`config.mk`:
```
export PLATFORM = sky130hd
export DESIGN_NAME = packbits_row_decoder_flat
export DESIGN_NICKNAME = d
export VERILOG_FILES = /design/src/design/pbrd_pkg.sv /design/src/design/pbrd_if.sv /design/src/design/pbrd_ctrl.sv /design/src/design/pbrd_dp.sv /design/src/design/packbits_row_decoder.sv /design/src/flat_wrapper.sv
export SDC_FILE = /design/constraint.sdc
export NUM_CORES = 1
export LEC_CHECK = 0
export ABC_AREA = 1
export CAP_MARGIN = 30
export CORE_UTILIZATION = 50
export DETAILED_ROUTE_END_ITERATION = 16
export DONT_BUFFER_PORTS = 1
export GPL_ROUTABILITY_DRIVEN = 0
export PLACE_DENSITY = 0.64
export SYNTH_ARGS = -nofsm -noshare
export SYNTH_HDL_FRONTEND = slang
export SYNTH_SLANG_ARGS = --single-unit
export TNS_END_PERCENT = 100
```
`constraint.sdc`:
```
create_clock -name clk -period 3.8 [get_ports clk]
set_input_delay 0.95 -clock clk [delete_from_list [all_inputs] [get_ports clk]]
set_output_delay 0.95 -clock clk [all_outputs]
set_load 0.01 [all_outputs]
```
`src/design/pbrd_pkg.sv`:
```
// Package with shared constants and controller/datapath handshake types for the PackBits row decoder.
`default_nettype none
package pbrd_pkg;

	// Decode modes of the row state.
	localparam logic [1:0] MODE_CTRL = 2'd0;
	localparam logic [1:0] MODE_LIT  = 2'd1;
	localparam logic [1:0] MODE_REP  = 2'd2;

	// Control byte that does nothing.
	localparam logic [7:0] CTRL_NOOP = 8'h80;
	// A repeat control byte c gives REP_BASE - c copies.
	localparam logic [8:0] REP_BASE = 9'd257;
	// Row width after reset.
	localparam logic [15:0] ROW_WIDTH_RESET = 16'd2550;

	// Byte counts carried in a result.
	localparam logic [1:0] CNT_NONE = 2'd0;
	localparam logic [1:0] CNT_ONE  = 2'd1;
	localparam logic [1:0] CNT_TWO  = 2'd2;

	// Commands from the controller to the datapath.
	typedef struct packed {
		logic accept;   // input transfer this cycle
		logic rep_step; // load the next repeat result into the output register
	} cmd_t;

	// Status from the datapath to the controller.
	typedef struct packed {
		logic emit_now; // the offered item gives one result at once
		logic goes_rep; // the offered item starts a repeat burst
		logic rep_last; // the pending repeat result is the final one
	} stat_t;

endpackage
`default_nettype wire

```
`src/design/pbrd_if.sv`:
```
// Channel interfaces of the PackBits row decoder: input, output and configuration.
`default_nettype none

// Compressed byte channel.
interface pbrd_in_if;
	logic       valid;
	logic       ready;
	logic [7:0] in_byte;
	logic       row_end;
	modport source (output valid, output in_byte, output row_end, input ready);
	modport sink (input valid, input in_byte, input row_end, output ready);
endinterface

// Decoded result channel.
interface pbrd_out_if;
	logic       valid;
	logic       ready;
	logic [7:0] out_byte_first;
	logic [7:0] out_byte_second;
	logic [1:0] byte_count;
	logic       row_done;
	logic       row_status;
	logic       last_of_item;
	modport source (output valid, output out_byte_first, output out_byte_second,
		output byte_count, output row_done, output row_status, output last_of_item,
		input ready);
	modport sink (input valid, input out_byte_first, input out_byte_second,
		input byte_count, input row_done, input row_status, input last_of_item,
		output ready);
endinterface

// Row width configuration write channel.
interface pbrd_cfg_if;
	logic        valid;
	logic        ready;
	logic [15:0] row_width_bytes;
	modport source (output valid, output row_width_bytes, input ready);
	modport sink (input valid, input row_width_bytes, output ready);
endinterface
`default_nettype wire

```
`src/design/pbrd_ctrl.sv`:
```
// Controller state machine: input and output handshakes and repeat burst sequencing.
`default_nettype none
module pbrd_ctrl (
	input  wire logic           clk,
	input  wire logic           arst_n,
	input  wire logic           in_valid,
	output logic                in_ready,
	output logic                out_valid,
	input  wire logic           out_ready,
	input  wire pbrd_pkg::stat_t st,
	output pbrd_pkg::cmd_t      cmd
);

	localparam logic ST_IN  = 1'b0;
	localparam logic ST_REP = 1'b1;

	logic state_q;
	logic state_d;
	logic out_valid_q;
	logic out_free;
	logic out_load;

	// The output register can take a new result when empty or being drained.
	assign out_free  = !out_valid_q || out_ready;
	assign out_valid = out_valid_q;

	// Next state and commands.
	always_comb begin
		state_d      = state_q;
		in_ready     = 1'b0;
		cmd.accept   = 1'b0;
		cmd.rep_step = 1'b0;
		out_load     = 1'b0;
		unique case (state_q)
			ST_IN: begin
				in_ready   = out_free;
				cmd.accept = in_valid && out_free;
				out_load   = cmd.accept && st.emit_now;
				if (cmd.accept && st.goes_rep) begin
					state_d = ST_REP;
				end
			end
			ST_REP: begin
				cmd.rep_step = out_free;
				out_load     = out_free;
				if (out_free && st.rep_last) begin
					state_d = ST_IN;
				end
			end
			default: begin
				state_d = ST_IN;
			end
		endcase
	end

	// State and output valid registers.
	always_ff @(posedge clk or negedge arst_n) begin
		if (!arst_n) begin
			state_q     <= ST_IN;
			out_valid_q <= 1'b0;
		end else begin
			state_q <= state_d;
			if (out_load) begin
				out_valid_q <= 1'b1;
			end else if (out_ready) begin
				out_valid_q <= 1'b0;
			end
		end
	end

endmodule
`default_nettype wire

```
`src/design/pbrd_dp.sv`:
```
// Datapath: row decode state, run length checks, repeat counter and output payload register.
`default_nettype none
module pbrd_dp (
	input  wire logic            clk,
	input  wire logic            arst_n,
	input  wire pbrd_pkg::cmd_t  cmd,
	output pbrd_pkg::stat_t      st,
	input  wire logic [7:0]      in_byte,
	input  wire logic            row_end,
	input  wire logic            cfg_write,
	input  wire logic [15:0]     cfg_width,
	output logic [7:0]           out_byte_first,
	output logic [7:0]           out_byte_second,
	output logic [1:0]           byte_count,
	output logic                 row_done,
	output logic                 row_status,
	output logic                 last_of_item
);

	// Configuration and row state.
	logic [15:0] width_q;
	logic [1:0]  mode_q;
	logic [7:0]  lit_left_q;
	logic [7:0]  rep_cnt_q;
	logic [15:0] bytes_out_q;
	logic        failed_q;

	// Repeat burst state.
	logic [7:0]  rep_left_q;
	logic [7:0]  rep_byte_q;
	logic        rep_end_q;
	logic        rep_status_q;

	// Output payload.
	logic [7:0]  first_q;
	logic [7:0]  second_q;
	logic [1:0]  count_q;
	logic        done_q;
	logic        status_q;
	logic        last_q;

	// Decode of the offered byte.
	logic [1:0]  mode_d;
	logic [7:0]  lit_left_d;
	logic [7:0]  rep_cnt_d;
	logic [15:0] bytes_out_d;
	logic        failed_d;
	logic [8:0]  run_len;
	logic [16:0] run_sum;
	logic        run_fits;
	logic        is_lit;
	logic        is_rep;
	logic        bad_row;
	logic [1:0]  rep_chunk;

	assign is_lit  = !failed_q && (mode_q == pbrd_pkg::MODE_LIT);
	assign is_rep  = !failed_q && (mode_q == pbrd_pkg::MODE_REP);

	assign st.goes_rep = is_rep;
	assign st.emit_now = is_lit || (row_end && !is_rep);
	assign st.rep_last = (rep_left_q <= 8'd2);

	// Run length of a control byte and the check against the row width.
	always_comb begin
		if (in_byte < pbrd_pkg::CTRL_NOOP) begin
			run_len = {1'b0, in_byte} + 9'd1;
		end else begin
			run_len = pbrd_pkg::REP_BASE - {1'b0, in_byte};
		end
		run_sum  = {1'b0, bytes_out_q} + {8'd0, run_len};
		run_fits = (run_sum <= {1'b0, width_q});
	end

	// Row state after the offered byte.
	always_comb begin
		mode_d      = mode_q;
		lit_left_d  = lit_left_q;
		rep_cnt_d   = rep_cnt_q;
		bytes_out_d = bytes_out_q;
		failed_d    = failed_q;
		if (is_lit) begin
			bytes_out_d = bytes_out_q + 16'd1;
			lit_left_d  = lit_left_q - 8'd1;
			if (lit_left_q == 8'd1) begin
				mode_d = pbrd_pkg::MODE_CTRL;
			end
		end else if (is_rep) begin
			bytes_out_d = bytes_out_q + {8'd0, rep_cnt_q};
			rep_cnt_d   = 8'd0;
			mode_d      = pbrd_pkg::MODE_CTRL;
		end else if (!failed_q && (in_byte != pbrd_pkg::CTRL_NOOP)) begin
			if (!run_fits) begin
				failed_d = 1'b1;
			end else if (in_byte < pbrd_pkg::CTRL_NOOP) begin
				lit_left_d = run_len[7:0];
				mode_d     = pbrd_pkg::MODE_LIT;
			end else begin
				rep_cnt_d = run_len[7:0];
				mode_d    = pbrd_pkg::MODE_REP;
			end
		end
		bad_row = failed_d || (mode_d != pbrd_pkg::MODE_CTRL) || (bytes_out_d != width_q);
	end

	// Size of the next repeat result.
	assign rep_chunk = st.rep_last ? rep_left_q[1:0] : pbrd_pkg::CNT_TWO;

	// Configuration register and row state registers.
	always_ff @(posedge clk or negedge arst_n) begin
		if (!arst_n) begin
			width_q     <= pbrd_pkg::ROW_WIDTH_RESET;
			mode_q      <= pbrd_pkg::MODE_CTRL;
			lit_left_q  <= 8'd0;
			rep_cnt_q   <= 8'd0;
			bytes_out_q <= 16'd0;
			failed_q    <= 1'b0;
			rep_left_q  <= 8'd0;
			rep_end_q   <= 1'b0;
		end else begin
			if (cfg_write) begin
				width_q <= cfg_width;
			end
			if (cmd.accept) begin
				if (row_end) begin
					mode_q      <= pbrd_pkg::MODE_CTRL;
					lit_left_q  <= 8'd0;
					rep_cnt_q   <= 8'd0;
					bytes_out_q <= 16'd0;
					failed_q    <= 1'b0;
				end else begin
					mode_q      <= mode_d;
					lit_left_q  <= lit_left_d;
					rep_cnt_q   <= rep_cnt_d;
					bytes_out_q <= bytes_out_d;
					failed_q    <= failed_d;
				end
				if (is_rep) begin
					rep_left_q <= rep_cnt_q;
					rep_end_q  <= row_end;
				end
			end else if (cmd.rep_step) begin
				rep_left_q <= rep_left_q - {6'd0, rep_chunk};
			end
		end
	end

	// Repeat byte and its row status, held for the burst.
	always_ff @(posedge clk) begin
		if (cmd.accept && is_rep) begin
			rep_byte_q   <= in_byte;
			rep_status_q <= bad_row;
		end
	end

	// Output payload register.
	always_ff @(posedge clk) begin
		if (cmd.accept && st.emit_now) begin
			first_q  <= is_lit ? in_byte : 8'd0;
			second_q <= 8'd0;
			count_q  <= is_lit ? pbrd_pkg::CNT_ONE : pbrd_pkg::CNT_NONE;
			done_q   <= row_end;
			status_q <= row_end && bad_row;
			last_q   <= 1'b1;
		end else if (cmd.rep_step) begin
			first_q  <= rep_byte_q;
			second_q <= (rep_chunk == pbrd_pkg::CNT_TWO) ? rep_byte_q : 8'd0;
			count_q  <= rep_chunk;
			done_q   <= st.rep_last && rep_end_q;
			status_q <= st.rep_last && rep_end_q && rep_status_q;
			last_q   <= st.rep_last;
		end
	end

	assign out_byte_first  = first_q;
	assign out_byte_second = second_q;
	assign byte_count      = count_q;
	assign row_done        = done_q;
	assign row_status      = status_q;
	assign last_of_item    = last_q;

endmodule
`default_nettype wire

```
`src/design/packbits_row_decoder.sv`:
```
// Top level of the PackBits row decoder: controller, datapath and channel hookup.
// A literal byte or a row status reaches the output register in the cycle after its transfer.
// A repeat run of n bytes gives ceil(n/2) results; the controller's repeat state loads them after the repeat byte.
// Throughput: one compressed byte per cycle while the output register is free, except a repeat byte, which holds
// the input until the output register has emitted the burst, one result per cycle while the output is not stalled.
// Reset: arst_n clears the row state and the output valid at once; the row width returns to 2550.
`default_nettype none
module packbits_row_decoder (
	input  wire logic clk,
	input  wire logic arst_n,
	pbrd_in_if.sink    src,
	pbrd_out_if.source dst,
	pbrd_cfg_if.sink   cfg
);

	pbrd_pkg::cmd_t  cmd;
	pbrd_pkg::stat_t st;

	// The width register can be written in any cycle.
	assign cfg.ready = 1'b1;

	// Handshake sequencing.
	pbrd_ctrl u_ctrl (
		.clk       (clk),
		.arst_n    (arst_n),
		.in_valid  (src.valid),
		.in_ready  (src.ready),
		.out_valid (dst.valid),
		.out_ready (dst.ready),
		.st        (st),
		.cmd       (cmd)
	);

	// Decode logic and result register.
	pbrd_dp u_dp (
		.clk             (clk),
		.arst_n          (arst_n),
		.cmd             (cmd),
		.st              (st),
		.in_byte         (src.in_byte),
		.row_end         (src.row_end),
		.cfg_write       (cfg.valid),
		.cfg_width       (cfg.row_width_bytes),
		.out_byte_first  (dst.out_byte_first),
		.out_byte_second (dst.out_byte_second),
		.byte_count      (dst.byte_count),
		.row_done        (dst.row_done),
		.row_status      (dst.row_status),
		.last_of_item    (dst.last_of_item)
	);

endmodule
`default_nettype wire

```
`src/flat_wrapper.sv`:
```
// flat-port wrapper written by rule: the top's interface ports become plain ports
module packbits_row_decoder_flat 
  (clk, arst_n, src_valid, src_in_byte, src_row_end, src_ready, dst_valid, dst_out_byte_first, dst_out_byte_second, dst_byte_count, dst_row_done, dst_row_status, dst_last_of_item, dst_ready, cfg_valid, cfg_row_width_bytes, cfg_ready);
  pbrd_in_if src_i ();
  pbrd_out_if dst_i ();
  pbrd_cfg_if cfg_i ();
  input  wire logic clk;
  input  wire logic arst_n;
  input wire logic [$bits(src_i.valid)-1:0] src_valid;
  input wire logic [$bits(src_i.in_byte)-1:0] src_in_byte;
  input wire logic [$bits(src_i.row_end)-1:0] src_row_end;
  output wire logic [$bits(src_i.ready)-1:0] src_ready;
  output wire logic [$bits(dst_i.valid)-1:0] dst_valid;
  output wire logic [$bits(dst_i.out_byte_first)-1:0] dst_out_byte_first;
  output wire logic [$bits(dst_i.out_byte_second)-1:0] dst_out_byte_second;
  output wire logic [$bits(dst_i.byte_count)-1:0] dst_byte_count;
  output wire logic [$bits(dst_i.row_done)-1:0] dst_row_done;
  output wire logic [$bits(dst_i.row_status)-1:0] dst_row_status;
  output wire logic [$bits(dst_i.last_of_item)-1:0] dst_last_of_item;
  input wire logic [$bits(dst_i.ready)-1:0] dst_ready;
  input wire logic [$bits(cfg_i.valid)-1:0] cfg_valid;
  input wire logic [$bits(cfg_i.row_width_bytes)-1:0] cfg_row_width_bytes;
  output wire logic [$bits(cfg_i.ready)-1:0] cfg_ready;
  assign src_i.valid = src_valid;
  assign src_i.in_byte = src_in_byte;
  assign src_i.row_end = src_row_end;
  assign src_ready = src_i.ready;
  assign dst_valid = dst_i.valid;
  assign dst_out_byte_first = dst_i.out_byte_first;
  assign dst_out_byte_second = dst_i.out_byte_second;
  assign dst_byte_count = dst_i.byte_count;
  assign dst_row_done = dst_i.row_done;
  assign dst_row_status = dst_i.row_status;
  assign dst_last_of_item = dst_i.last_of_item;
  assign dst_i.ready = dst_ready;
  assign cfg_i.valid = cfg_valid;
  assign cfg_i.row_width_bytes = cfg_row_width_bytes;
  assign cfg_ready = cfg_i.ready;
  packbits_row_decoder u_core (.clk(clk), .arst_n(arst_n), .src(src_i), .dst(dst_i), .cfg(cfg_i));
endmodule
```
# Word level (Yosys, flattened, before mapping)
# Index checks and enable logic that the tools add are counted.
# op_classes
add_sub_neg,7
bitwise,1
reduce_logical,33
n_eq_ne,10
n_mux,52
magnitude_cmp,3
# op_table
op,count
two-way mux 8 bit,19
two-way mux 16 bit,3
two-way mux 2 bit,10
adder 16 x 9 -> 17 bit,1
<= comparator 17 x 16 -> 1 bit,1
two-way mux 1 bit,17
"adder 16 x 1 -> 16 bit, second input constant",1
adder 16 x 8 -> 16 bit,1
inequality test 16 bit,1
nonzero test 3 bit,5
logical AND 1 bit,13
AND reduction 5 bit,2
"adder 8 x 1 -> 9 bit, second input constant",1
two-way mux 9 bit,1
"subtractor 9 x 8 -> 9 bit, first input constant",1
"equality test 8 x 1 -> 1 bit, second input constant",1
"<= comparator 8 x 2 -> 1 bit, second input constant",1
"< comparator 8 bit, second input constant",1
"inequality test 8 bit, second input constant",1
nonzero test 2 bit,4
"subtractor 8 x 1 -> 8 bit, second input constant",1
subtractor 8 x 2 -> 8 bit,1
"inequality test 3 bit, second input constant",2
"equality test 2 bit, second input constant",2
other kinds (8),15
# totals
ff_bits,92
out_inout_bits,24

# Logic depth before layout (Yosys ltp)
# depth
ltp_word,13
ltp_mapped,36
ltp_nobuf,36

# Cells and area by module
# From an unflattened synthesis, not the netlist that was laid out.
# hier_totals
hier_cells,905
hier_area_um2,6555.0
# by_module_without_submodules
module,cells_per_inst,area_each_um2,instances
pbrd_dp,885,6423.7,1
pbrd_ctrl,18,120.1,1
packbits_row_decoder,2,11.3,1

# Worst setup path after synthesis
# OpenSTA, ideal clock, no wires.
# synth_timing
kind,input -> register
startpoint,input port src_in_byte[0]
endpoint,"register u_core.u_dp.status_q, in the netlist u_core.u_dp.row_status, data pin"
path_slack_ns,-0.695
t_required_ns,3.547
arrival_time_ns,4.243
stages,31
n_path_buf,0
cell_sequence,inv_1 ha_1 inv_1 o21ai_0 inv_1 fa_1 inv_1 a31oi_1 inv_1 nand2_1 o211ai_2 nand3_1 nand2_1 nand2_1 xor2_1 ha_1 a21oi_1 o21a_1 nand2_1 nand2_1 nand2_1 nand2_1 nand2_1 nand2_1 nand3_1 nand2_1 inv_1 a21oi_1 nand3_2 nand2_1 nand2_1
# synth_via
elab_chain_len,13
elab_cells_between_ends,22
# synth_lines
element,line,text
from (decl),flat_wrapper.sv:10,input wire logic [$bits(src_i.in_byte)-1:0] src_in_byte;
"subtractor 9 x 8 -> 9 bit, or another cell as far along",pbrd_dp.sv:68,"run_len = pbrd_pkg::REP_BASE - {1'b0, in_byte};"
two-way mux 9 bit,pbrd_dp.sv:65,if (in_byte < pbrd_pkg::CTRL_NOOP) begin
adder 16 x 9 -> 17 bit,pbrd_dp.sv:70,"run_sum = {1'b0, bytes_out_q} + {8'd0, run_len};"
<= comparator 17 x 16 -> 1 bit,pbrd_dp.sv:71,"run_fits = (run_sum <= {1'b0, width_q});"
two-way mux 2 bit,pbrd_dp.sv:92,if (!run_fits) begin
two-way mux 2 bit,pbrd_dp.sv:91,end else if (!failed_q && (in_byte != pbrd_pkg::CTRL_NOOP)) begin
two-way mux 2 bit,pbrd_dp.sv:87,end else if (is_rep) begin
two-way mux 2 bit,pbrd_dp.sv:81,if (is_lit) begin
nonzero test 2 bit,pbrd_dp.sv:102,bad_row = failed_d || (mode_d != pbrd_pkg::MODE_CTRL) || (bytes_out_d != width_q);
logical OR 1 bit (*) (2 in series),pbrd_dp.sv:102,
net u_core.u_dp.bad_row,pbrd_dp.sv:53,logic bad_row;
logical AND 1 bit (*),pbrd_dp.sv:162,status_q <= row_end && bad_row;
two-way mux 1 bit (*),pbrd_dp.sv:157,if (cmd.accept && st.emit_now) begin
to (signal assigned),pbrd_dp.sv:162,
to (signal assigned),pbrd_dp.sv:169,status_q <= st.rep_last && rep_end_q && rep_status_q;
to (decl),pbrd_dp.sv:39,logic status_q;
# The timed path passes the listed nets; every way through them passes the cells marked *.
# A chain may end at the register's enable or synchronous reset.

# Worst setup path in the final report
# layout_timing
startpoint,input port src_in_byte[2]
endpoint,"register u_core.u_dp.status_q, in the netlist u_core.u_dp.row_status, data pin"
# Same word-level chain as after synthesis.

==> impl_metrics.json <==
{
  "drv_cap": 0,
  "drtIter0Drc": 401,
  "slowest_delay_ns": 0.33,
  "finalCritPeriodShare_pct": 116,
  "clk_latency_ns": 0.36,
  "grt_usage_pct": 28.4,
  "slew_violations": 0,
  "pwr-share-clk_pct": 16.3,
  "rsz0062_at_grt": "yes",
  "synthSimpleGateAreaFrac_pct": 28.1,
  "pwr_density_cell_nw_per_um2": 699,
  "layout_min_cycle_time_ns": 4.42,
  "clk_path_buf_depth": 2,
  "vdd_drop_max_mv": 0.243,
  "syn_inst": 883,
  "synth_fa_ha_area_share_pct": 8.55,
  "switching_share_pct": 45.8,
  "yosys-mux-area-fraction_pct": 0,
  "grt_start_max_net_pins": 63,
  "holdWs_ns": 0.283,
  "fin_util_pct": 60.9,
  "hpwlAfterDp_mm": 14.0,
  "synth-edff-count": 21,
  "violations": "negative setup slack",
  "rows": 41,
  "end_kind": "flip-flop",
  "die_h_um": 116,
  "path_clk_slew_ns": 0.07,
  "synth-xor-area-share_pct": 3.11,
  "skew_ns": 0.00815,
  "port_buffers": 0,
  "area_growth_pct": 18.8,
  "start_util_pct": 51.3,
  "criticalPathCategory": "input port to flip-flop",
  "cts_buffers": 9,
  "fin_ws_ns": -0.622,
  "drtAntennaViolNets": 0,
  "yosysMostFrequentCell": "nand2_1",
  "syn_avg_cell_area_um2": 7.33,
  "hold_viol_final": 0,
  "diodes": 0,
  "dr_total_vias": 6195,
  "p_leak_nw": 3.73,
  "antenna_found_initial": 0,
  "hold_buffers": 0,
  "drc_errors": 0,
  "hold_class": "input port to asynchronous set/reset pin",
  "nets": 1020,
  "die-area_um2": 13400,
  "synth_area_um2": 6470,
  "die_w_um": 116,
  "ys_types": 50,
  "htreeDepth": 3,
  "grt_pass1_vias": 5921,
  "intPower_mw": 2.92,
  "drt-wirelength-per-cell_um": 16.1,
  "finalSetupViolations": 21,
  "drive_above_1_share_pct": 19.3,
  "cpMostUsedCell": "nand2_1",
  "synth_top_area_cell": "dfrtp_1",
  "synth_top_family_by_area": "simple AND/OR/NAND/NOR gates",
  "cp.arrival_ns": 4.54,
  "power_mw": 5.38,
  "clkSinkCount": 92,
  "ys_seq_elements": 92,
  "p_sw_mw": 2.46,
  "cp-start-kind": "input port",
  "dr.pass1.iters": 5,
  "ys_warn_count": 0,
  "worst_path_max_delay_cell": "ha_1",
  "netlist.area_leader.share_pct": 20.9,
  "routed_via_density": 5.51,
  "cts_tree": "built",
  "crit_fanout": 6,
  "fmaxAchievable_mhz": 226,
  "ys_async_sr_fraction_pct": 67.4,
  "core_um2": 12600,
  "wl_mm": 18.1,
  "ys.flop_type": "dfrtp_1",
  "pwr-share-seq_pct": 30.9,
  "pwr-share-comb_pct": 52.9,
  "max-slew-margin-rel_pct": 58.2,
  "overflow": 0,
  "status": "finished with violations",
  "crit_required_ns": 3.91,
  "cts_root_buffer": "clkbuf_16",
  "ys_seq_area_share_pct": 36.7,
  "tightest_slew_ns": 0.625,
  "synth_compound_area_share_pct": 13.8,
  "synthTopCellsByArea": "dfrtp_1 (21%), nand2_1 (14%), edfxtp_1 (9.7%)",
  "ios": 54,
  "post-place-ws_ns": -0.989,
  "synth_common_cells": "nand2_1 (236), inv_1 (130), nor2_1 (70)",
  "grt_pass1_wl_mm": 28.8
}
[final cells by class]
| type | count | area (um2) |
|---|---|---|
| multi-input combinational | 636 | 3760 |
| tap | 172 | 215 |
| sequential | 92 | 2370 |
| fill | 1179 | 4930 |
| clock inverter | 5 | 37.5 |
| inverter | 140 | 538 |
| clock buffer | 11 | 243 |
| timing repair buffer | 68 | 519 |
[cells in the final DEF, fill, tap and decap left out, drive strengths merged, types with 21 or more instances in the layout]
cell type / count
buf: 68
nor2: 73
o21ai: 56
edfxtp: 21
nand2: 244
dfrtp: 54
nand3: 69
inv: 136
ha: 41
a21oi: 38
[repair_timing]
| item | 4_1_cts | 5_1_grt |
|---|---|---|
| cloned | 1 | 0 |
| endpoints found under the hold margin | 0 | 0 |
| pin swaps | 17 | 10 |
| endpoints found under the setup margin | 21 | 21 |
| resized for setup | 22 | 15 |
| buffers inserted | 6 | 4 |
[worst max-delay path: cells and delay by family]
family          cells  cell delay [ns]
fa+ha+maj           3             0.71
compound gates      6             0.94
simple gates       17             1.22
buf+inv             5             0.35
xor+xnor            2             0.34
[through the flow]
step | std cells | TNS [ns] | instance area [um2]
after floorplan | 884 | -7.04 | 6660
after global placement | 1098 | -16.23 | 7190
after detailed placement | 1098 | -17.73 | 7190
after CTS | 1120 | -7.38 | 7600
after global routing | 1124 | -14.76 | 7690
final | 1124 | -9.46 | 7690
[path summary, 6_finish.rpt]
kind                            slack, ns                                    from  cells after the start                                    end
max in group asynchronous            3.29                                  arst_n                      0     u_core.u_dp.width_q[2]$_DFFE_PN1P_
min in group clk                     0.51   u_core.u_dp.rep_left_q[7]$_DFFE_PN0P_                      1  u_core.u_dp.rep_left_q[7]$_DFFE_PN0P_
worst max register to register      -0.03  u_core.u_dp.bytes_out_q[2]$_DFFE_PN0P_                     29       u_core.u_dp.row_status$_DFFE_PP_
worst min-delay path                 0.28                                  arst_n                      0  u_core.u_dp.rep_left_q[2]$_DFFE_PN0P_
worst min register to register       0.51   u_core.u_dp.rep_left_q[7]$_DFFE_PN0P_                      1  u_core.u_dp.rep_left_q[7]$_DFFE_PN0P_
worst max-delay path                -0.62                          src_in_byte[2]                     33       u_core.u_dp.row_status$_DFFE_PP_
[flip-flops by register name, summed over array words and instances (netlist names), 2 cells and up]
signal                       count
u_core.u_dp.byte_count           2
u_core.u_dp.rep_byte_q           8
u_core.u_dp.lit_left_q           8
u_core.u_dp.out_byte_first       8
u_core.u_dp.rep_cnt_q            8
u_core.u_dp.bytes_out_q         16
u_core.u_dp.mode_q               2
u_core.u_dp.out_byte_second      8
u_core.u_dp.width_q             16
u_core.u_dp.rep_left_q           8
[cells by family (layout without fill, tap and decap cells)]
family,count (synthesis),in the layout
adder cells (fa/ha/maj),43,43
flip-flops,92,92
buffers and inverters,156,224
other,2,3
XOR/XNOR,23,23
AND/OR/NAND/NOR,421,421
AO/OA/AOI/OAI,146,146
[layer usage]
metal | GRT usage, % | share of wire (%)
met1 | 34.7 | 43
met3 | 3.77 | 5.3
met5 | 0 | 0
met2 | 48.6 | 48
met4 | 15.5 | 4.0
[power by group through the flow]
stage	Clock (mW)	Combinational [mW]	Sequential [mW]
2_1_floorplan	0	1.97	1.60
3_3_place_gp	0	2.60	1.66
3_5_place_dp	0	2.67	1.67
4_1_cts	0.885	2.75	1.66
5_1_grt	0.922	3.16	1.71
6_report	0.874	2.84	1.66
No activity file was read; power rests on OpenSTA's default activity.
